File: src/spc_pkg.sv
`timescale 1ns / 1ps
`default_nettype none

package spc_pkg;

    // field widths
    localparam int RangeW  = 16;
    localparam int AngleW  = 16;
    localparam int IndexW  = 12;
    localparam int CoordW  = 32;
    localparam int OutW    = 17;
    localparam int ProdW   = 46;

    // size of the arctangent table, so the most rotation cells that can be built
    localparam int AtanEntries = 24;

    // 1/K of the rotation gain in Q30
    localparam logic [29:0] InvGainQ30 = 30'd652032874;

    // atan(2^-i) in units of 2^32 per turn
    localparam logic signed [CoordW-1:0] ATAN_TURNS [AtanEntries] = '{
        32'sd536870912, 32'sd316933406, 32'sd167458907, 32'sd85004756,
        32'sd42667331,  32'sd21354465,  32'sd10679838,  32'sd5340245,
        32'sd2670163,   32'sd1335087,   32'sd667544,    32'sd333772,
        32'sd166886,    32'sd83443,     32'sd41722,     32'sd20861,
        32'sd10430,     32'sd5215,      32'sd2608,      32'sd1304,
        32'sd652,       32'sd326,       32'sd163,       32'sd81
    };

    // configuration register indexes
    typedef enum logic [1:0] {
        REG_RANGE_MIN   = 2'd0,
        REG_RANGE_MAX   = 2'd1,
        REG_START_ANGLE = 2'd2,
        REG_ANGLE_STEP  = 2'd3
    } reg_idx_t;

    // configuration as seen by the datapath
    typedef struct packed {
        logic [RangeW-1:0] rng_lo;
        logic [RangeW-1:0] rng_hi;
        logic [AngleW-1:0] start_angle;
        logic [AngleW-1:0] angle_step;
    } cfg_t;

    // one point on its way through the rotation cells
    typedef struct packed {
        logic signed [CoordW-1:0] x;
        logic signed [CoordW-1:0] y;
        logic signed [CoordW-1:0] z;
        logic [1:0]               quad;
        logic                     pt_valid;
        logic [IndexW-1:0]        index;
        logic                     last;
    } cord_t;

endpackage

`default_nettype wire

File: src/spc_front.sv
`timescale 1ns / 1ps
`default_nettype none

module spc_front #(
    parameter int MAX_POINTS = 4096
) (
    input  wire logic                       aclk,
    input  wire logic                       aresetn,
    input  wire logic                       en,
    input  wire logic                       in_valid,
    input  wire logic [spc_pkg::RangeW-1:0] range_sample,
    input  wire logic                       not_finite,
    input  wire logic [spc_pkg::IndexW-1:0] beam_index,
    input  wire logic                       last_in_scan,
    input  wire spc_pkg::cfg_t              cfg,
    output logic                            out_valid,
    output spc_pkg::cord_t                  out_data
);

    localparam logic [16:0] MaxPts = 17'(MAX_POINTS);
    localparam int ProdW = spc_pkg::ProdW;

    logic                        s1_valid_reg;
    logic                        s1_ok_reg;
    logic [spc_pkg::ProdW-1:0]   s1_prod_reg;
    logic [spc_pkg::AngleW-1:0]  s1_rot_reg;
    logic [spc_pkg::IndexW-1:0]  s1_index_reg;
    logic                        s1_last_reg;

    logic                        ok_next;
    logic [spc_pkg::ProdW-1:0]   prod_next;
    logic [31:0]                 rot_full;

    logic [spc_pkg::AngleW-1:0]  angle;
    logic [spc_pkg::AngleW-1:0]  shifted;
    logic [1:0]                  quad;
    logic [spc_pkg::AngleW-1:0]  resid;
    spc_pkg::cord_t              s2_next;
    spc_pkg::cord_t              s2_reg;
    logic                        s2_valid_reg;

    // range check and the two products
    assign ok_next   = !not_finite && (range_sample >= cfg.rng_lo)
                       && (range_sample <= cfg.rng_hi)
                       && (17'(beam_index) < MaxPts);
    assign prod_next = ProdW'(range_sample) * ProdW'(spc_pkg::InvGainQ30);
    assign rot_full  = 32'(beam_index) * 32'(cfg.angle_step);

    always_ff @(posedge aclk) begin
        if (!aresetn) begin
            s1_valid_reg <= 1'b0;
        end else if (en) begin
            s1_valid_reg <= in_valid;
        end
    end

    always_ff @(posedge aclk) begin
        if (en) begin
            s1_ok_reg    <= ok_next;
            s1_prod_reg  <= prod_next;
            s1_rot_reg   <= rot_full[15:0];
            s1_index_reg <= beam_index;
            s1_last_reg  <= last_in_scan;
        end
    end

    // beam angle, quadrant fold and start vector
    assign angle   = s1_rot_reg + cfg.start_angle;
    assign shifted = angle + 16'd8192;
    assign quad    = shifted[15:14];
    assign resid   = angle - {quad, 14'b0};

    always_comb begin
        s2_next          = '0;
        s2_next.x        = 32'(s1_prod_reg[ProdW-1:16]);
        s2_next.y        = '0;
        s2_next.z        = {resid, 16'b0};
        s2_next.quad     = quad;
        s2_next.pt_valid = s1_ok_reg;
        s2_next.index    = s1_index_reg;
        s2_next.last     = s1_last_reg;
    end

    always_ff @(posedge aclk) begin
        if (!aresetn) begin
            s2_valid_reg <= 1'b0;
        end else if (en) begin
            s2_valid_reg <= s1_valid_reg;
        end
    end

    always_ff @(posedge aclk) begin
        if (en) begin
            s2_reg <= s2_next;
        end
    end

    assign out_valid = s2_valid_reg;
    assign out_data  = s2_reg;

endmodule

`default_nettype wire

File: config.mk
export PLATFORM = sky130hd
export DESIGN_NAME = spc_front
export DESIGN_NICKNAME = d
export VERILOG_FILES = /design/src/spc_pkg.sv /design/src/spc_front.sv
export SDC_FILE = /design/constraint.sdc
export NUM_CORES = 1
export LEC_CHECK = 0
export BUFFER_PORTS_ARGS = -buffer_cell sky130_fd_sc_hd__buf_2
export CAP_MARGIN = 20
export CELL_PAD_IN_SITES_DETAIL_PLACEMENT = 0
export CELL_PAD_IN_SITES_GLOBAL_PLACEMENT = 2
export CORE_MARGIN = 1.5
export CORE_UTILIZATION = 40
export CTS_BUF_LIST = sky130_fd_sc_hd__clkbuf_4 sky130_fd_sc_hd__clkbuf_8
export DETAILED_ROUTE_END_ITERATION = 16
export GPL_ROUTABILITY_DRIVEN = 1
export PLACE_DENSITY_LB_ADDON = 0.1
export SYNTH_ARGS = -nofsm -noshare
export SYNTH_HDL_FRONTEND = slang
export SYNTH_SLANG_ARGS = --single-unit
File: constraint.sdc
create_clock -name aclk -period 7.9 [get_ports aclk]
set_input_delay 1.58 -clock aclk [delete_from_list [all_inputs] [get_ports aclk]]
set_output_delay 1.58 -clock aclk [all_outputs]
set_load 0.005 [all_outputs]
; After elaboration in Yosys (flattened, before gate mapping)
; Index checks and enable logic that the tools add are counted.
[word_totals]
register_bits = 139
input_bits = 98
out_inout_bits = 113
wordCells = 23
[classes]
n_addsub = 3
n_mul = 2
n_lt_le_gt_ge = 2
n_reduce_logical = 3
[op_table]
columns = operator, count
row1 = "multiplier 16 x 29 -> 45 bit, second input constant", 1
row2 = "adder 16 x 14 -> 16 bit, second input constant", 1
row3 = adder 16 bit, 1
row4 = greater-or-equal comparator 16 bit, 1
row5 = less-or-equal comparator 16 bit, 1
row6 = multiplier 12 x 16 -> 16 bit, 1
row7 = subtractor 16 bit, 1
row8 = logical AND 1 bit, 2
row9 = zero test 1 bit, 1

; Depth between registers and ports, before layout
[logic_depth]
depth_word = 3
depth_mapped = 23
mapped_depth_nobuf = 23

; Worst setup path after synthesis
; Ideal clock, no wire load.
[synth_timing]
path_type = in2reg
from = input port range_sample[7] (netlist bit)
to = register s1_prod_reg[43] (netlist bit) (data pin)
setup_time_ns = 0.258
arrival_ns = 6.717
t_required_ns = 7.642
setup_slack_ns = 0.925
cell_stages = 21
n_path_buf = 0
path_cell_list = fa_1 fa_1 inv_1 fa_1 inv_1 fa_1 fa_1 inv_1 fa_1 inv_1 ha_1 a211oi_1 o21ai_1 a2111oi_2 nor3_1 o21ai_2 a311oi_2 o21a_2 o21ai_2 nor2b_4 xnor2_1
[synth_between]
elab_chain_len = 1
[synth_lines]
columns = element, line_no
row1 = from (decl), spc_front.sv:11  ; input wire logic [spc_pkg::RangeW-1:0] range_sample,
row2 = multiplier 16 x 29 -> 45 bit, spc_front.sv:46  ; assign prod_next = ProdW'(range_sample) * ProdW'(spc_pkg::InvGainQ30);
row3 = "named net prod_next, one bit", spc_front.sv:31  ; logic [spc_pkg::ProdW-1:0] prod_next;
row4 = to (signal assigned), spc_front.sv:60  ; s1_prod_reg <= prod_next;
row5 = to (decl), spc_front.sv:25  ; logic [spc_pkg::ProdW-1:0] s1_prod_reg;
; The timed path passes the listed nets, and every way through them passes these cells.
; A chain may end at the register's enable or synchronous reset.

; Worst setup path after layout
; Same ends and word-level chain as after synthesis.

==> results.toml <==
[worst_setup_path]
cp.depth = 24
cp_top_family = "adder cells"
rrSetupSlack_ps = 4040
reg2reg_to = "out_data[15]$_DFFE_PP_"
cp.buffers_inverters = 7
criticalPathCategory = "in2reg"
slowest_stage = "fa_1"
arrival_ps = 7390
critPathMaxStageDelay_ps = 540
r2r-start = "s1_rot_reg[1]$_DFFE_PP_"
endpoint_kind = "flip-flop"
reg2reg_depth = 14
crit_required_ps = 8150
crit_chain = "buf_2, buf_4, ha_1, inv_1, fa_1, fa_1, inv_1, fa_1, fa_1, inv_1, fa_1, inv_1, ha_1, a21o_1, a221o_1, a21oi_1, o41ai_2, o21ai_2, buf_4, a311oi_2, o21a_2, o21ai_2, nor2b_4, xnor2_1"
crit_path_max_fanout = 6
crit_path_frequent_cell = "fa_1"
critPathLaunchType = "input pin"

[detailed_routing]
wl_per_cell_um = 17.7
vias = 10522
first_iter_violations = 390
firstDrtPassIters = 4
drc = 0
viasPerCell = 4.58
wl_um = 40500
ant_nets = 0

[clock_tree]
cts_tree = "done"
max-clock-path-buffers = 2
ctsResizeCount = 0
root_buffer = "clkbuf_8"
htree_levels = 4
clock_sinks = 124
cts_setup_buffers = 0
clock_latency_ps = 480
clkSlewWorstSetupHoldPaths_ps = 90
cts_made_buffers = 17
hold_buffers = 0

[yosys]
synth_edf_count = 122
syn_avg_cell_area_sq_um = 10.7
yosys_warnings = 0
synth_top_area_cell = "fa_1"
ys_async_sr_fraction_pct = 0
ys.flop_type = "edfxtp_1"
netlist_top_cells_area = "fa_1 (30%), edfxtp_1 (22%), ha_1 (18%)"
synth.most_common_cell = "inv_1"
yosys-top-cells-count = "inv_1 (399), fa_1 (251), ha_1 (244)"
synthCells = 1553
synth_seq_area_share_pct = 22.4
synth_top_area_share_pct = 30.4
synth-seq-cells = 124
yosysUniqueCellTypes = 58
syn_area_sq_mm = 0.0165

[placed_design]
hpwlAfterDp_um = 34600
place.gp.congestion = 0.890
port_buffers = 160
post_dp_cell_area_sq_mm = 0.0180
dp_cells = 2264

[floorplan]
die_w_um = 206
ios = 211
fp.dieH_um = 206
core_area_sq_mm = 0.0408
dieArea_sq_mm = 0.0426
num_rows = 74
initial_core_util_pct = 40.5

[grt]
grt_overflow = 0
grt_max_degree = 79
antenna_found_initial = 0
grt_pass1_wl_um = 64000
grt_pass1_vias = 11257
grt_util_all_layers_pct = 20.4

[layout]
synthToLayoutAreaGrowth_pct = 11.6
largest_reg_flops = 62
nFillCells = 3970
nNetsFinal = 2344
fin_util_pct = 45.2
drive_above_1_share_pct = 14.3
instances_no_fill = 2297
fin_area_sq_mm = 0.0185

[power]
power_leakage_uw = 0.00946
power_density_mw_per_mm2 = 512
ir_drop_uv = 443

[timing]
min_period_ps = 7140
maxSlewViolCount = 0
worst_pin_slew_ps = 989
setup_viol_count_final = 0
fmax_mhz = 140
setup_tns_ps = 0
hold_viol = 0
slew-limit-headroom_pct = 34.0
rsz0062_at_grt = "false"
skew_ps = 10.2
finalCritPeriodShare_pct = 90.4

[min_path]
whs_endpoint = "out_data[83]$_DFFE_PP_"
worstHoldPathCells = 0
hp-class = "reg2reg"
min_from = "s1_prod_reg[19]$_DFFE_PP_"

[job]
max_cap_viol_count = 0

[outcome]
outcome = "finished clean"
==> per-layer routing <==
| metal | vias up | GRT usage (%) | share of wire, % |
|---|---|---|---|
| li1 | 5168 | - | - |
| met1 | 5125 | 30.6 | 52 |
| met2 | 200 | 30.7 | 43 |
| met3 | 29 | 3.64 | 4.2 |
| met4 | 0 | 4.11 | 1.3 |
| met5 | - | 0 | 0 |
==> final cells by class <==
class                   instances  area, sq um  share of cell area (%)
diodes                          1         2.50                  0.0136
clock buffers                  18          241                    1.31
clock inverters                14          180                   0.976
inverters                     399         1500                    8.11
multi-input cells            1013        11100                    60.1
flip-flops and latches        124         3700                    20.1
well taps                     532          666                    3.60
repair buffers                196         1080                    5.83
==> cell families after synthesis <==
kind of cell,count (synthesis),synth area share [%]
compound gates,143,5.95
xor+xnor,77,4.07
fa+ha+maj,495,48.8
buf+inv,465,11.7
flops,124,22.4
mux,2,0.121
other cells,1,0.0227
simple gates,246,6.96
==> power by group <==
part,switching (uW),leakage (uW),internal [uW]
Clock,305,0.000209,322
Sequential,53.8,0.00121,1390
Combinational,4050,0.00804,3340
==> metrics by stage <==
stage	hold WS, ps	total power (uW)	setup slack (ps)
6_report	423	9450	755
5_1_grt	424	10600	429
4_1_cts	421	9580	729
3_5_place_dp	405	8860	200
3_3_place_gp	400	8890	248
2_1_floorplan	400	6990	925
==> layout by cell type (no fill, tap or decap), drive strengths merged, types with 7 or more instances in the layout <==
master,count
o21ai,28
and2,35
nand2b,9
nor2,39
a21oi,40
o21a,8
buf,196
a21o,29
nand4,7
xor2,17
conb,50
clkbuf,18
ha,244
nor2b,12
xnor2,60
inv,406
nor3,10
fa,251
nand2,116
edfxtp,122
==> worst max-delay path by stage <==
stage,from,end,slack [ps]
after floorplan,range_sample[7],s1_prod_reg[43]$_DFFE_PP_,930
after global placement,range_sample[7],s1_prod_reg[43]$_DFFE_PP_,250
after detailed placement,range_sample[7],s1_prod_reg[43]$_DFFE_PP_,200
after CTS,range_sample[7],s1_prod_reg[43]$_DFFE_PP_,730
after global routing,range_sample[5],s1_prod_reg[43]$_DFFE_PP_,430
final,range_sample[7],s1_prod_reg[43]$_DFFE_PP_,760
Note: power is estimated with default switching activity, not from simulation.
