**src/spc_pkg.sv**
```systemverilog
`timescale 1ns / 1ps
`default_nettype none

package spc_pkg;

    // field widths
    localparam int RangeW  = 16;
    localparam int AngleW  = 16;
    localparam int IndexW  = 12;
    localparam int CoordW  = 32;
    localparam int OutW    = 17;
    localparam int ProdW   = 46;

    // size of the arctangent table, so the most rotation cells that can be built
    localparam int AtanEntries = 24;

    // 1/K of the rotation gain in Q30
    localparam logic [29:0] InvGainQ30 = 30'd652032874;

    // atan(2^-i) in units of 2^32 per turn
    localparam logic signed [CoordW-1:0] ATAN_TURNS [AtanEntries] = '{
        32'sd536870912, 32'sd316933406, 32'sd167458907, 32'sd85004756,
        32'sd42667331,  32'sd21354465,  32'sd10679838,  32'sd5340245,
        32'sd2670163,   32'sd1335087,   32'sd667544,    32'sd333772,
        32'sd166886,    32'sd83443,     32'sd41722,     32'sd20861,
        32'sd10430,     32'sd5215,      32'sd2608,      32'sd1304,
        32'sd652,       32'sd326,       32'sd163,       32'sd81
    };

    // configuration register indexes
    typedef enum logic [1:0] {
        REG_RANGE_MIN   = 2'd0,
        REG_RANGE_MAX   = 2'd1,
        REG_START_ANGLE = 2'd2,
        REG_ANGLE_STEP  = 2'd3
    } reg_idx_t;

    // configuration as seen by the datapath
    typedef struct packed {
        logic [RangeW-1:0] rng_lo;
        logic [RangeW-1:0] rng_hi;
        logic [AngleW-1:0] start_angle;
        logic [AngleW-1:0] angle_step;
    } cfg_t;

    // one point on its way through the rotation cells
    typedef struct packed {
        logic signed [CoordW-1:0] x;
        logic signed [CoordW-1:0] y;
        logic signed [CoordW-1:0] z;
        logic [1:0]               quad;
        logic                     pt_valid;
        logic [IndexW-1:0]        index;
        logic                     last;
    } cord_t;

endpackage

`default_nettype wire

```
**src/spc_back.sv**
```systemverilog
`timescale 1ns / 1ps
`default_nettype none

module spc_back (
    input  wire logic                       aclk,
    input  wire logic                       aresetn,
    input  wire logic                       en,
    input  wire logic                       in_valid,
    input  wire spc_pkg::cord_t             in_data,
    output logic                            out_valid,
    output logic [spc_pkg::OutW-1:0]        x_mm,
    output logic [spc_pkg::OutW-1:0]        y_mm,
    output logic                            point_valid,
    output logic [spc_pkg::IndexW-1:0]      point_index,
    output logic                            point_last
);

    // round to millimetres and clamp to the output range
    function automatic logic [spc_pkg::OutW-1:0] round_sat(
        input logic signed [spc_pkg::CoordW-1:0] v
    );
        logic signed [spc_pkg::CoordW:0] ext;
        logic signed [18:0]              r;
        ext = {v[spc_pkg::CoordW-1], v} + 33'sd8192;
        r   = 19'(ext >>> 14);
        if (r > 19'sd65535) begin
            r = 19'sd65535;
        end else if (r < -19'sd65535) begin
            r = -19'sd65535;
        end
        return r[spc_pkg::OutW-1:0];
    endfunction

    logic signed [spc_pkg::CoordW-1:0] xr;
    logic signed [spc_pkg::CoordW-1:0] yr;
    logic [spc_pkg::OutW-1:0]          x_next;
    logic [spc_pkg::OutW-1:0]          y_next;
    logic                              valid_reg;
    logic [spc_pkg::OutW-1:0]          x_reg;
    logic [spc_pkg::OutW-1:0]          y_reg;
    logic                              ok_reg;
    logic [spc_pkg::IndexW-1:0]        index_reg;
    logic                              last_reg;

    // undo the quadrant fold
    always_comb begin
        unique case (in_data.quad)
            2'd0: begin
                xr = in_data.x;
                yr = in_data.y;
            end
            2'd1: begin
                xr = -in_data.y;
                yr = in_data.x;
            end
            2'd2: begin
                xr = -in_data.x;
                yr = -in_data.y;
            end
            default: begin
                xr = in_data.y;
                yr = -in_data.x;
            end
        endcase
    end

    assign x_next = in_data.pt_valid ? round_sat(xr) : '0;
    assign y_next = in_data.pt_valid ? round_sat(yr) : '0;

    // output register
    always_ff @(posedge aclk) begin
        if (!aresetn) begin
            valid_reg <= 1'b0;
        end else if (en) begin
            valid_reg <= in_valid;
        end
    end

    always_ff @(posedge aclk) begin
        if (en) begin
            x_reg     <= x_next;
            y_reg     <= y_next;
            ok_reg    <= in_data.pt_valid;
            index_reg <= in_data.index;
            last_reg  <= in_data.last;
        end
    end

    assign out_valid   = valid_reg;
    assign x_mm        = x_reg;
    assign y_mm        = y_reg;
    assign point_valid = ok_reg;
    assign point_index = index_reg;
    assign point_last  = last_reg;

endmodule

`default_nettype wire

```
**config.mk**
```make
export PLATFORM = sky130hd
export DESIGN_NAME = spc_back
export DESIGN_NICKNAME = d
export VERILOG_FILES = /design/src/spc_pkg.sv /design/src/spc_back.sv
export SDC_FILE = /design/constraint.sdc
export NUM_CORES = 1
export LEC_CHECK = 0
export BUFFER_PORTS_ARGS = -buffer_cell sky130_fd_sc_hd__buf_4
export CAP_MARGIN = 25
export CORE_MARGIN = 2
export CORE_UTILIZATION = 40
export DETAILED_ROUTE_END_ITERATION = 12
export SLEW_MARGIN = 20
export SYNTH_ARGS = -nofsm -noshare
export SYNTH_HDL_FRONTEND = slang
export SYNTH_SLANG_ARGS = --single-unit
```
**constraint.sdc**
```tcl
create_clock -name aclk -period 13.4 [get_ports aclk]
set_clock_uncertainty 0.1 [all_clocks]
set_input_delay 2.01 -clock aclk [delete_from_list [all_inputs] [get_ports aclk]]
set_output_delay 2.01 -clock aclk [all_outputs]
set_load 0.02 [all_outputs]
```
Word-level counts from Yosys, hierarchy flattened
Cells that the tools add are included.
{ "op_classes": {"addsub": 4, "magnitude_cmp": 4, "eq_ne": 2, "muxes": 6, "bitwise": 1, "reduce_logical": 3} }
{ "op_table": {"columns": ["cell", "count"], "rows": [
  ["32-bit one-hot mux with 3 select lines", 2],
  ["32-bit by 15-bit adder with 33-bit output (second input constant)", 2],
  ["32-bit negator", 2],
  ["19-bit by 17-bit greater-than comparator with 1-bit output (second input constant)", 2],
  ["19-bit by 17-bit less-than comparator with 1-bit output (second input constant)", 2],
  ["17-bit two-way mux", 2],
  ["16-bit two-way mux", 2],
  ["2-bit OR reduction", 2],
  ["2-bit by 1-bit == test with 1-bit output (second input constant)", 1],
  ["2-bit == test (second input constant)", 1],
  ["2-bit logical NOT", 1],
  ["1-bit NOT", 1]
]} }
{ "totals": {"ff_bits": 49, "inputBits": 116, "out_inout_bits": 49, "word_cells": 28} }

Logic depth before layout (Yosys ltp)
{ "logic_depth": {"ltp_word": 6, "mapped_depth": 16, "depth_no_buf": 13} }

Least setup slack after synthesis
OpenSTA, ideal clock, no wires.
{ "synth_path": {"kind": "input-to-reg", "start": "input in_data[62] (netlist bit)", "end": "register x_reg, in the netlist x_mm[10], data pin", "setup_time_ns": 0.263, "t_arrival_ns": 5.365, "required_time_ns": 13.037, "path_slack_ns": 7.672, "path_stages": 13, "n_path_buf": 2, "cell_sequence": "buf_2 -> nor3_2 -> nand4_2 -> nor4_1 -> mux2_2 -> mux2i_1 -> nand4_1 -> nor3_2 -> a21boi_1 -> or3b_1 -> nand2_1 -> buf_2 -> o21ai_0"} }
{ "synth_via": {"elab_chain_len": 6, "elab_cells_between_ends": 7, "cone_classes": "add/sub: 2; order compare: 2; mux: 3"} }
{ "synth_lines": {"columns": ["element", "line", "text"], "rows": [
  ["start, declared", "spc_back.sv:9", "input wire spc_pkg::cord_t in_data,"],
  ["32-bit negator", "spc_back.sv:53", "xr = -in_data.y;"],
  ["32-bit one-hot mux with 3 select lines *", "spc_back.sv:47", "unique case (in_data.quad)"],
  ["32-bit by 15-bit adder with 33-bit output *", "spc_back.sv:24", "ext = {v[spc_pkg::CoordW-1], v} + 33'sd8192;"],
  ["19-bit by 17-bit less-than comparator with 1-bit output", "spc_back.sv:28", "end else if (r < -19'sd65535) begin"],
  ["17-bit two-way mux", "spc_back.sv:28", null],
  ["16-bit two-way mux *", "spc_back.sv:26", "if (r > 19'sd65535) begin"],
  ["end signal, assigned", "spc_back.sv:81", "x_reg <= x_next;"],
  ["end, declared", "spc_back.sv:39", "logic [spc_pkg::OutW-1:0] x_reg;"]
]} }
Every way passes the cells marked *; elsewhere a longest branch is shown, timed or not.
A chain may end at the register's enable or synchronous reset.

Worst setup path in the final report
{ "layout_path": {"start": "input in_data[54] (netlist bit)", "end": "register x_reg, in the netlist x_mm[2], data pin"} }
Same word-level chain as after synthesis.

==> impl_metrics.ini <==
[outcome]
status = finished clean

[detailed_routing]
post_drt_wl_per_cell_um = 17.7
vias = 5281
drt-total-wl_um = 15600
drc = 0
firstDrtPassIters = 5
ant_nets = 0
drtIter0Drc = 332
viasPerCell = 5.97

[die]
core_mm2 = 0.0131
start_util_pct = 40.5
die_area_mm2 = 0.0142
die_height_um = 119
dieWidth_um = 119
num_rows = 42
top_level_ports = 165

[cts]
clockBufferDepth = 2
cts_resized = 0
ctsHtreeMaxLevel = 2
cts_setup_buffers = 0
clk_latency_ps = 290
cts-buffers-inserted = 5
clkTransAtPathRegs_ps = 70
cts.sink_count = 49
cts_hold_buf = 0
root_buffer = clkbuf_16
cts_tree = built

[power_and_ir_drop]
ir_drop_mv = 0.0401
powerDensity_mw_per_mm2 = 82.4
p_leak_nw = 2.33

[finish]
fill_cells = 1303
final_layout_size_suffix_gt1_share_pct = 26.5
insertedDiodeCount = 0
final_area_mm2 = 0.00647
fin_util_pct = 49.4
synthToLayoutAreaGrowth_pct = 22.2
nNetsFinal = 826

[synth]
async_flop_share_pct = 0
synth_nets = 727
synthFlopType = edfxtp_1
avgSynthCellArea_um2 = 8.69
syn_inst = 609
synth_cell_types = 79
synth-edff-count = 48
synthTopCellsByArea = edfxtp_1, xor2_1, mux2i_1
synth_top_area_cell = edfxtp_1
synthDominantCellAreaShare_pct = 27.2
synthesis.area_mm2 = 0.00529
synth-warning-count = 0
ys_ff_latch = 49
ys_seq_area_share_pct = 27.6

[min_path]
min_from = out_valid
hold_end = out_valid
holdPathStages = 2
worstHoldPathType = register to register

[global_route]
grt_antenna_before_repair = 0
grt_usage_pct = 21.4
grt_overflow = 0
grt_pass1_vias = 4973
grt_max_degree = 68
grt_pass1_wl_um = 24800

[placement]
place.gp.congestion = 0.868
dpl.hpwl_um = 12100
io_buffers = 132
dpl-instance-area_mm2 = 0.00633

[timing]
slew_headroom_pct = 48.6
hold_violations = 0
rsz0062_at_grt = false
final_max_slew_viol_count = 0
setup_violations = 0
fmax_mhz = 151
period_minus_slack_ps = 6640
fin_tns_setup_ps = 0
worstMarginPinSlew_ps = 771
holdWs_ps = 434
post-route-period-util_pct = 49.6

[critical_path]
rrSetupSlack_ps = 12700
critPathKind = input port to register
endpoint_kind = register
reg2reg_depth = 2
cp_data_required_time_ps = 13320
start_kind = input port
r2r_start = out_valid
worst-path-max-fanout = 18
reg2reg_to = out_valid
cp.arrival_ps = 6560

[job]
maxCapViolCount = 0
sequential cells by signal (all words and copies together) (netlist names):
register,count
out_valid,1
point_index,12
point_last,1
point_valid,1
x_mm,17
y_mm,17
per-layer routing:
| metal | global-route usage [%] | part of all wire (%) | vias to the layer above |
|---|---|---|---|
| met3 | 2.16 | 4.7 | 15 |
| met5 | 0 | 0 | - |
| met1 | 27.7 | 44 | 2552 |
| met2 | 37.8 | 49 | 156 |
| li1 | - | - | 2558 |
| met4 | 6.03 | 1.7 | 0 |
area by class of cell:
class                   instances  area [um^2]  share of cell area [%]
flip-flops and latches         49         1460                    22.6
well taps                     176          220                    3.40
multi-input cells             508         3600                    55.7
inverters                       9         33.8                   0.522
repair buffers                135         1010                    15.7
clock inverters                 2         10.0                   0.155
clock buffers                   6          129                    1.99
cell usage after synthesis (all sizes together), types with 9 or more instances:
library cell	count
edfxtp	48
o21ai	46
nor2	38
nand2	37
xor2	37
xnor2	33
a21oi	30
mux2i	29
nor3	25
clkbuf	22
buf	21
nand4	19
nand3	18
o31ai	16
nor4	15
a211oi	12
mux2	10
or3	10
and2	9
inv	9
o211ai	9
or4	9
power by group:
part           internal (mW)  switching (mW)
clock                 0.0687          0.0551
sequential             0.189         0.00458
combinational         0.0892           0.127
cells in the final DEF, fill, tap and decap left out, drive strengths merged, types with 4 or more instances in the layout:
master and n:
buf 135, edfxtp 48, o21ai 46, nor2 38
nand2 37, xor2 37, xnor2 33, a21oi 30
mux2i 29, nor3 25, nand4 19, nand3 18
o31ai 16, nor4 15, a211oi 12, mux2 10
or3 10, inv 9, and2 9, or4 9
o211ai 9, a31oi 8, and3 8, nand2b 7
nor2b 7, o41ai 7, clkbuf 6, o311ai 5
and4 4, a211o 4, nor3b 4, or2 4
critical path, stage by stage:
cell	delay [ps]
buf_4	110
nor4_2	480
nand4_2	480
nor4_1	700
mux2_2	410
mux2i_1	550
nand4_1	400
o311ai_0	470
o21ai_0	170
a21oi_1	190
nand2b_1	400
o21ai_0	170
cell families (layout without fill, tap and decap cells):
logic type | after synthesis | in the layout | share of synthesized area, %
multiplexers | 39 | 39 | 7.61
flip-flops | 49 | 49 | 27.6
AO/OA/AOI/OAI | 173 | 173 | 23.4
AND/OR/NAND/NOR | 224 | 224 | 25.0
XOR/XNOR | 70 | 70 | 11.6
buffers and inverters | 52 | 152 | 4.37
adder cells (fa/ha/maj) | 2 | 2 | 0.473
how the worst max path moves through the flow:
stage                    end        start
global route         y_mm[3]  in_data[59]
finish               x_mm[2]  in_data[54]
floorplan           x_mm[10]  in_data[62]
detailed placement   x_mm[2]  in_data[54]
global placement     y_mm[4]  in_data[59]
CTS                  x_mm[2]  in_data[54]
metrics by stage:
stage	instances	power (mW)	setup slack (ps)
after CTS	885	0.537	6790
after floorplan	609	0.334	7670
after global placement	877	0.408	6590
after global routing	885	0.559	6160
after detailed placement	877	0.413	6500
final	885	0.533	6760
Note: power is estimated with default switching activity, not from simulation.
