--- src/spc_pkg.sv ---
`timescale 1ns / 1ps
`default_nettype none

package spc_pkg;

    // field widths
    localparam int RangeW  = 16;
    localparam int AngleW  = 16;
    localparam int IndexW  = 12;
    localparam int CoordW  = 32;
    localparam int OutW    = 17;
    localparam int ProdW   = 46;

    // size of the arctangent table, so the most rotation cells that can be built
    localparam int AtanEntries = 24;

    // 1/K of the rotation gain in Q30
    localparam logic [29:0] InvGainQ30 = 30'd652032874;

    // atan(2^-i) in units of 2^32 per turn
    localparam logic signed [CoordW-1:0] ATAN_TURNS [AtanEntries] = '{
        32'sd536870912, 32'sd316933406, 32'sd167458907, 32'sd85004756,
        32'sd42667331,  32'sd21354465,  32'sd10679838,  32'sd5340245,
        32'sd2670163,   32'sd1335087,   32'sd667544,    32'sd333772,
        32'sd166886,    32'sd83443,     32'sd41722,     32'sd20861,
        32'sd10430,     32'sd5215,      32'sd2608,      32'sd1304,
        32'sd652,       32'sd326,       32'sd163,       32'sd81
    };

    // configuration register indexes
    typedef enum logic [1:0] {
        REG_RANGE_MIN   = 2'd0,
        REG_RANGE_MAX   = 2'd1,
        REG_START_ANGLE = 2'd2,
        REG_ANGLE_STEP  = 2'd3
    } reg_idx_t;

    // configuration as seen by the datapath
    typedef struct packed {
        logic [RangeW-1:0] rng_lo;
        logic [RangeW-1:0] rng_hi;
        logic [AngleW-1:0] start_angle;
        logic [AngleW-1:0] angle_step;
    } cfg_t;

    // one point on its way through the rotation cells
    typedef struct packed {
        logic signed [CoordW-1:0] x;
        logic signed [CoordW-1:0] y;
        logic signed [CoordW-1:0] z;
        logic [1:0]               quad;
        logic                     pt_valid;
        logic [IndexW-1:0]        index;
        logic                     last;
    } cord_t;

endpackage

`default_nettype wire

--- src/spc_cell.sv ---
`timescale 1ns / 1ps
`default_nettype none

module spc_cell #(
    parameter int STAGE = 0
) (
    input  wire logic           aclk,
    input  wire logic           aresetn,
    input  wire logic           en,
    input  wire logic           in_valid,
    input  wire spc_pkg::cord_t in_data,
    output logic                out_valid,
    output spc_pkg::cord_t      out_data
);

    localparam logic signed [spc_pkg::CoordW-1:0] Turn = spc_pkg::ATAN_TURNS[STAGE];

    logic signed [spc_pkg::CoordW-1:0] x_in;
    logic signed [spc_pkg::CoordW-1:0] y_in;
    logic signed [spc_pkg::CoordW-1:0] z_in;
    logic signed [spc_pkg::CoordW-1:0] dx;
    logic signed [spc_pkg::CoordW-1:0] dy;
    spc_pkg::cord_t                    data_next;
    spc_pkg::cord_t                    data_reg;
    logic                              valid_reg;

    assign x_in = in_data.x;
    assign y_in = in_data.y;
    assign z_in = in_data.z;
    assign dx   = y_in >>> STAGE;
    assign dy   = x_in >>> STAGE;

    // one micro-rotation towards zero residual angle
    always_comb begin
        data_next = in_data;
        if (!z_in[spc_pkg::CoordW-1]) begin
            data_next.x = x_in - dx;
            data_next.y = y_in + dy;
            data_next.z = z_in - Turn;
        end else begin
            data_next.x = x_in + dx;
            data_next.y = y_in - dy;
            data_next.z = z_in + Turn;
        end
    end

    always_ff @(posedge aclk) begin
        if (!aresetn) begin
            valid_reg <= 1'b0;
        end else if (en) begin
            valid_reg <= in_valid;
        end
    end

    always_ff @(posedge aclk) begin
        if (en) begin
            data_reg <= data_next;
        end
    end

    assign out_valid = valid_reg;
    assign out_data  = data_reg;

endmodule

`default_nettype wire

--- config.mk ---
export PLATFORM = sky130hd
export DESIGN_NAME = spc_cell
export DESIGN_NICKNAME = d
export VERILOG_FILES = /design/src/spc_pkg.sv /design/src/spc_cell.sv
export SDC_FILE = /design/constraint.sdc
export NUM_CORES = 1
export LEC_CHECK = 0
export ABC_CLOCK_PERIOD_IN_PS = 5100
export BUFFER_PORTS_ARGS = -buffer_cell sky130_fd_sc_hd__buf_2
export CORE_MARGIN = 5
export CORE_UTILIZATION = 25
export DETAILED_ROUTE_END_ITERATION = 8
export GPL_ROUTABILITY_DRIVEN = 0
export GPL_TIMING_DRIVEN = 0
export PLACE_DENSITY = 0.52
export SLEW_MARGIN = 5
export SYNTH_ARGS = -nofsm -noshare
export SYNTH_HDL_FRONTEND = slang
export SYNTH_SLANG_ARGS = --single-unit
--- constraint.sdc ---
create_clock -name aclk -period 5.1 [get_ports aclk]
set_input_delay 1.02 -clock aclk [delete_from_list [all_inputs] [get_ports aclk]]
set_output_delay 1.02 -clock aclk [all_outputs]
set_load 0.03 [all_outputs]
After elaboration in Yosys (flattened, before gate mapping):

Index checks and enable logic that the tools add are counted.

* register bits after elaboration: 113
* bits of input ports: 116
* output and inout bits: 113

* add/sub/neg operators: 5
* multiplexer cells: 1

Operator list (count)
* two-way mux 96 bit: 1
* subtractor 32 bit: 2
* adder 32 x 31 -> 32 bit (second input constant): 1
* adder 32 bit: 1
* subtractor 32 x 31 -> 32 bit (second input constant): 1

Logic depth before layout (Yosys ltp):

* depth in word-level cells: 2
* gate-level depth with buffers: 13
* mapped depth without buffers: 12

Worst setup path before layout:

No wires, ideal clock.

* path type: input to register
* from: in in_data[48] (netlist bit)
* to: reg data_reg (netlist bit out_data[76]), data pin
* setup time: 0.267 ns
* arrival: 3.165 ns
* setup slack: 1.668 ns
* cell stages on the path: 10
* cell sequence: ha_1 -> fa_1 -> nor2b_1 -> o21ai_0 -> a31oi_1 -> a211oi_1 -> o221ai_1 -> o41ai_1 -> o21ai_0 -> xnor2_1

RTL lines
* start: declaration: line spc_cell.sv:11 `input wire spc_pkg::cord_t in_data,`
* end signal: assignment: line spc_cell.sv:57 `data_reg <= data_next;`
* end: declaration: line spc_cell.sv:24 `spc_pkg::cord_t data_reg;`

==> flow_summary.json <==
{
  "regArea_um2": 3350,
  "worstReg2RegStart": "out_valid$_SDFFE_PN0P_",
  "yosysUniqueCellTypes": 75,
  "power_density_nw_per_um2": 284,
  "synth_top_family_by_area": "compound AO/OA/AOI/OAI gates",
  "fillers": 3732,
  "cts_max_level": 3,
  "worstPathArrival_ps": 4540,
  "rsz0062_at_grt": "false",
  "slowest_delay_ps": 810,
  "root_buffer": "clkbuf_16",
  "core_area_um2": 35600,
  "power.switching_w": 0.00124,
  "crit_top_cell": "o21ai_0",
  "vias_per_cell": 4.97,
  "synth_fa_ha_area_share_pct": 13.9,
  "io_pins": 229,
  "die_w_um": 200,
  "start_util_pct": 25.3,
  "rr_worst_depth": 2,
  "vias": 8356,
  "seqPwrFrac_pct": 38.2,
  "path_class": "primary input to flop",
  "min_from": "out_valid$_SDFFE_PN0P_",
  "hold_depth": 2,
  "ir_drop_v": 0.000194,
  "antenna_found_initial": 10,
  "grt_pass1_wl_um": 46900,
  "multi_input_comb_area_um2": 5090,
  "fmax_mhz": 225,
  "clk_latency_ps": 360,
  "crit_path_top_delay_cell": "a211oi_1",
  "intPower_w": 0.00191,
  "r2r-end": "out_valid$_SDFFE_PN0P_",
  "cts.clk_slew.worst_paths_ps": 80,
  "synth_edf_count": 111,
  "required_ps": 5200,
  "portBuffers": 227,
  "drtIter0Drc": 833,
  "die_y_um": 200,
  "ys_ff_latch": 112,
  "status": "complete, no violations",
  "path_depth": 11,
  "dr.pass1.iters": 6,
  "synthMuxAreaShare_pct": 1.90,
  "min_period_over_period_pct": 87.0,
  "fin_skew_ps": 0,
  "synth_ff_type": "edfxtp_1",
  "hold_violations": 0,
  "max-cap-violations": 0,
  "cts_hold_buf": 0,
  "cp-end-kind": "flop",
  "cts_buffers": 9,
  "rows": 69,
  "final.min_clock_period_ps": 4440,
  "gr-total-overflow": 0,
  "drive_gt1_share_pct": 23.3,
  "dieArea_um2": 39900,
  "wl_per_cell_um": 19.0,
  "tightest_slew_ps": 1130,
  "cts.sinks": 112,
  "fin_nets": 1426,
  "crit_chain": "buf_2 > ha_1 > fa_1 > nor2b_1 > o21ai_0 > a31oi_1 > a211oi_1 > o221ai_1 > o41ai_1 > o21ai_0 > xnor2_1",
  "hold_end": "out_valid$_SDFFE_PN0P_",
  "synthArstFlopShare_pct": 0,
  "clkPwrFrac_pct": 22.6,
  "grt_usage_pct": 15.2,
  "avgSynthCellArea_um2": 9.26,
  "setup_violations": 0,
  "final_antenna_net_count": 0,
  "syn-instance-count": 973,
  "p_sw_share_pct": 39.4,
  "cts_resized": 0,
  "grt_pass1_vias": 8074,
  "ys_seq_area_share_pct": 37.2,
  "fin_setup_tns_ps": 0,
  "synth-compound-area-share_pct": 21.7,
  "cts_tree": "built",
  "post_cts_buffers": 0,
  "clock_path_buffers": 2,
  "comb_power_share_pct": 39.3,
  "drc_errors": 0,
  "syn_area_um2": 9010,
  "hpwl_um": 26200,
  "area_delta_synth_final_pct": 22.8,
  "synth-xor-area-share_pct": 5.74,
  "p_leak_nw": 4.79,
  "r2r_slack_ps": 4500,
  "grt_max_degree": 69,
  "yosys.area_share.simple_pct": 13.2,
  "crit_buf_inv": 1,
  "final_core_util_pct": 31.1,
  "cp_max_fo": 4,
  "syn_nets": 1187,
  "drt-total-wl_um": 31900,
  "relSlewSlack_pct": 24.0,
  "hold_path_class": "flop to flop",
  "critPathTopFamily": "compound AO/OA/AOI/OAI gates",
  "drv_slew": 0,
  "startpoint_type": "primary input",
  "ys.warnings.count": 0
}
-- power groups by stage --
stage / clock network [W] / logic [W] / registers [W]
after detailed placement: 0 / 0.00122 / 0.00122
after global routing: 0.000774 / 0.00133 / 0.00121
after floorplan: 0 / 0.000556 / 0.00147
final: 0.000709 / 0.00123 / 0.00120
after CTS: 0.000747 / 0.00123 / 0.00120
after global placement: 0 / 0.00122 / 0.00122
-- cell usage in the layout (no fill, tap or decap), types with 4 or more instances in the layout --
cell	synthesis	layout
o211ai_1	11	11
nand2_1	45	45
nor2_1	80	80
clkbuf_1	21	21
edfxtp_1	111	111
buf_1	7	7
nor3_1	25	25
o31ai_1	11	11
nand3_1	22	22
inv_1	100	100
a211o_1	4	4
and2_1	6	6
nand4_1	11	11
o221ai_1	5	5
o21ai_0	53	53
o21bai_1	20	20
a31oi_1	11	11
o21a_1	7	7
fa_1	4	4
a21oi_1	102	102
ha_1	94	94
a211oi_1	10	10
a21o_1	21	21
inv_6	0	4
mux2i_1	16	16
xnor2_1	56	56
clkinv_1	4	4
or3_1	6	6
buf_2	11	237
nor2b_1	16	16
clkbuf_16	0	9
nand2b_1	11	11
nor4_1	12	12
-- cell type report --
cell class | instances | share of cell area, %
Multi-Input combinational cell | 716 | 46.0
Sequential cell | 112 | 30.3
Antenna cell | 3 | 0.0679
Clock inverter | 7 | 0.645
Buffer | 41 | 1.62
Clock buffer | 9 | 2.04
Tap cell | 461 | 5.21
Timing Repair Buffer | 228 | 10.6
Inverter | 104 | 3.53
-- synth_stat cells, types with 2 or more instances --
| cell type | number | area, um^2 |
|---|---|---|
| nand4_1 | 11 | 68.8 |
| nor3_1 | 25 | 125 |
| clkbuf_1 | 21 | 78.8 |
| a21boi_0 | 2 | 15.0 |
| nand3_1 | 22 | 110 |
| o21bai_1 | 20 | 150 |
| inv_1 | 100 | 375 |
| and2_1 | 6 | 37.5 |
| a211o_1 | 4 | 35.0 |
| nor2_1 | 80 | 300 |
| edfxtp_1 | 111 | 3330 |
| o21a_1 | 7 | 52.6 |
| o21ba_2 | 3 | 30.0 |
| a311oi_1 | 2 | 17.5 |
| a2111oi_0 | 2 | 17.5 |
| clkinv_1 | 4 | 15.0 |
| or2_2 | 2 | 12.5 |
| a211oi_1 | 10 | 75.1 |
| xor2_1 | 3 | 26.3 |
| nor4_2 | 2 | 25.0 |
| o21ai_0 | 53 | 265 |
| o22ai_1 | 3 | 18.8 |
| a21o_1 | 21 | 158 |
| o211ai_1 | 11 | 82.6 |
| nand2_1 | 45 | 169 |
| o221ai_1 | 5 | 43.8 |
| nand4b_1 | 2 | 17.5 |
| o31ai_1 | 11 | 82.6 |
| buf_2 | 11 | 55.1 |
| nor2b_1 | 16 | 100 |
| or3_1 | 6 | 37.5 |
| nor4_1 | 12 | 75.1 |
| fa_1 | 4 | 80.1 |
| nand2b_1 | 11 | 68.8 |
| mux2i_1 | 16 | 160 |
| xnor2_1 | 56 | 490 |
| o2bb2ai_1 | 2 | 17.5 |
| o41ai_1 | 2 | 17.5 |
| a31o_2 | 2 | 17.5 |
| buf_1 | 7 | 26.3 |
| o21ai_1 | 2 | 10.0 |
| a31oi_1 | 11 | 68.8 |
| a21oi_1 | 102 | 510 |
| ha_1 | 94 | 1180 |
-- worst register-to-register path, stage by stage, from the launching register on --
cell and delay, ps:
dfxtp_1 320, mux2i_1 130, nor2b_1 60
-- worst max path at each step --
stage | start | slack, ps | endpoint
final | in_data[48] | 660 | out_data[76]$_DFFE_PP_
after global routing | in_data[48] | 460 | out_data[76]$_DFFE_PP_
after CTS | in_data[48] | 770 | out_data[76]$_DFFE_PP_
after detailed placement | in_data[48] | 380 | out_data[76]$_DFFE_PP_
after global placement | in_data[48] | 410 | out_data[76]$_DFFE_PP_
after floorplan | in_data[48] | 1670 | out_data[76]$_DFFE_PP_
-- metrics by stage --
step | std cells | hold slack [ps] | cell area [um^2] | setup WS [ps] | power, W
after floorplan | 973 | 640 | 9010 | 1670 | 0.00203
after global placement | 1661 | 498 | 10700 | 406 | 0.00244
after detailed placement | 1662 | 510 | 10800 | 378 | 0.00245
after CTS | 1678 | 531 | 11100 | 770 | 0.00318
after global routing | 1679 | 565 | 11100 | 460 | 0.00332
final | 1681 | 532 | 11100 | 663 | 0.00314
-- sequential cells by signal, indices dropped and copies added, names as in the netlist --
name       flops
out_data     111
out_valid      1
-- cells by family (layout without fill, tap and decap cells) --
group | Yosys count | count (layout)
flip-flops | 112 | 112
XOR/XNOR | 59 | 59
multiplexers | 17 | 17
other | 0 | 3
adder cells (fa/ha/maj) | 98 | 98
AO/OA/AOI/OAI | 297 | 297
AND/OR/NAND/NOR | 245 | 245
buffers and inverters | 145 | 389
-- layer usage --
metal / up-vias / part of all wire, % / track usage, %
li1: 3984 / - / -
met4: 14 / 2.5 / 4.91
met2: 393 / 44 / 23.6
met3: 63 / 8.2 / 3.49
met1: 3902 / 45 / 20.9
met5: - / 0.27 / 0
Note: power is estimated with default switching activity, not from simulation.
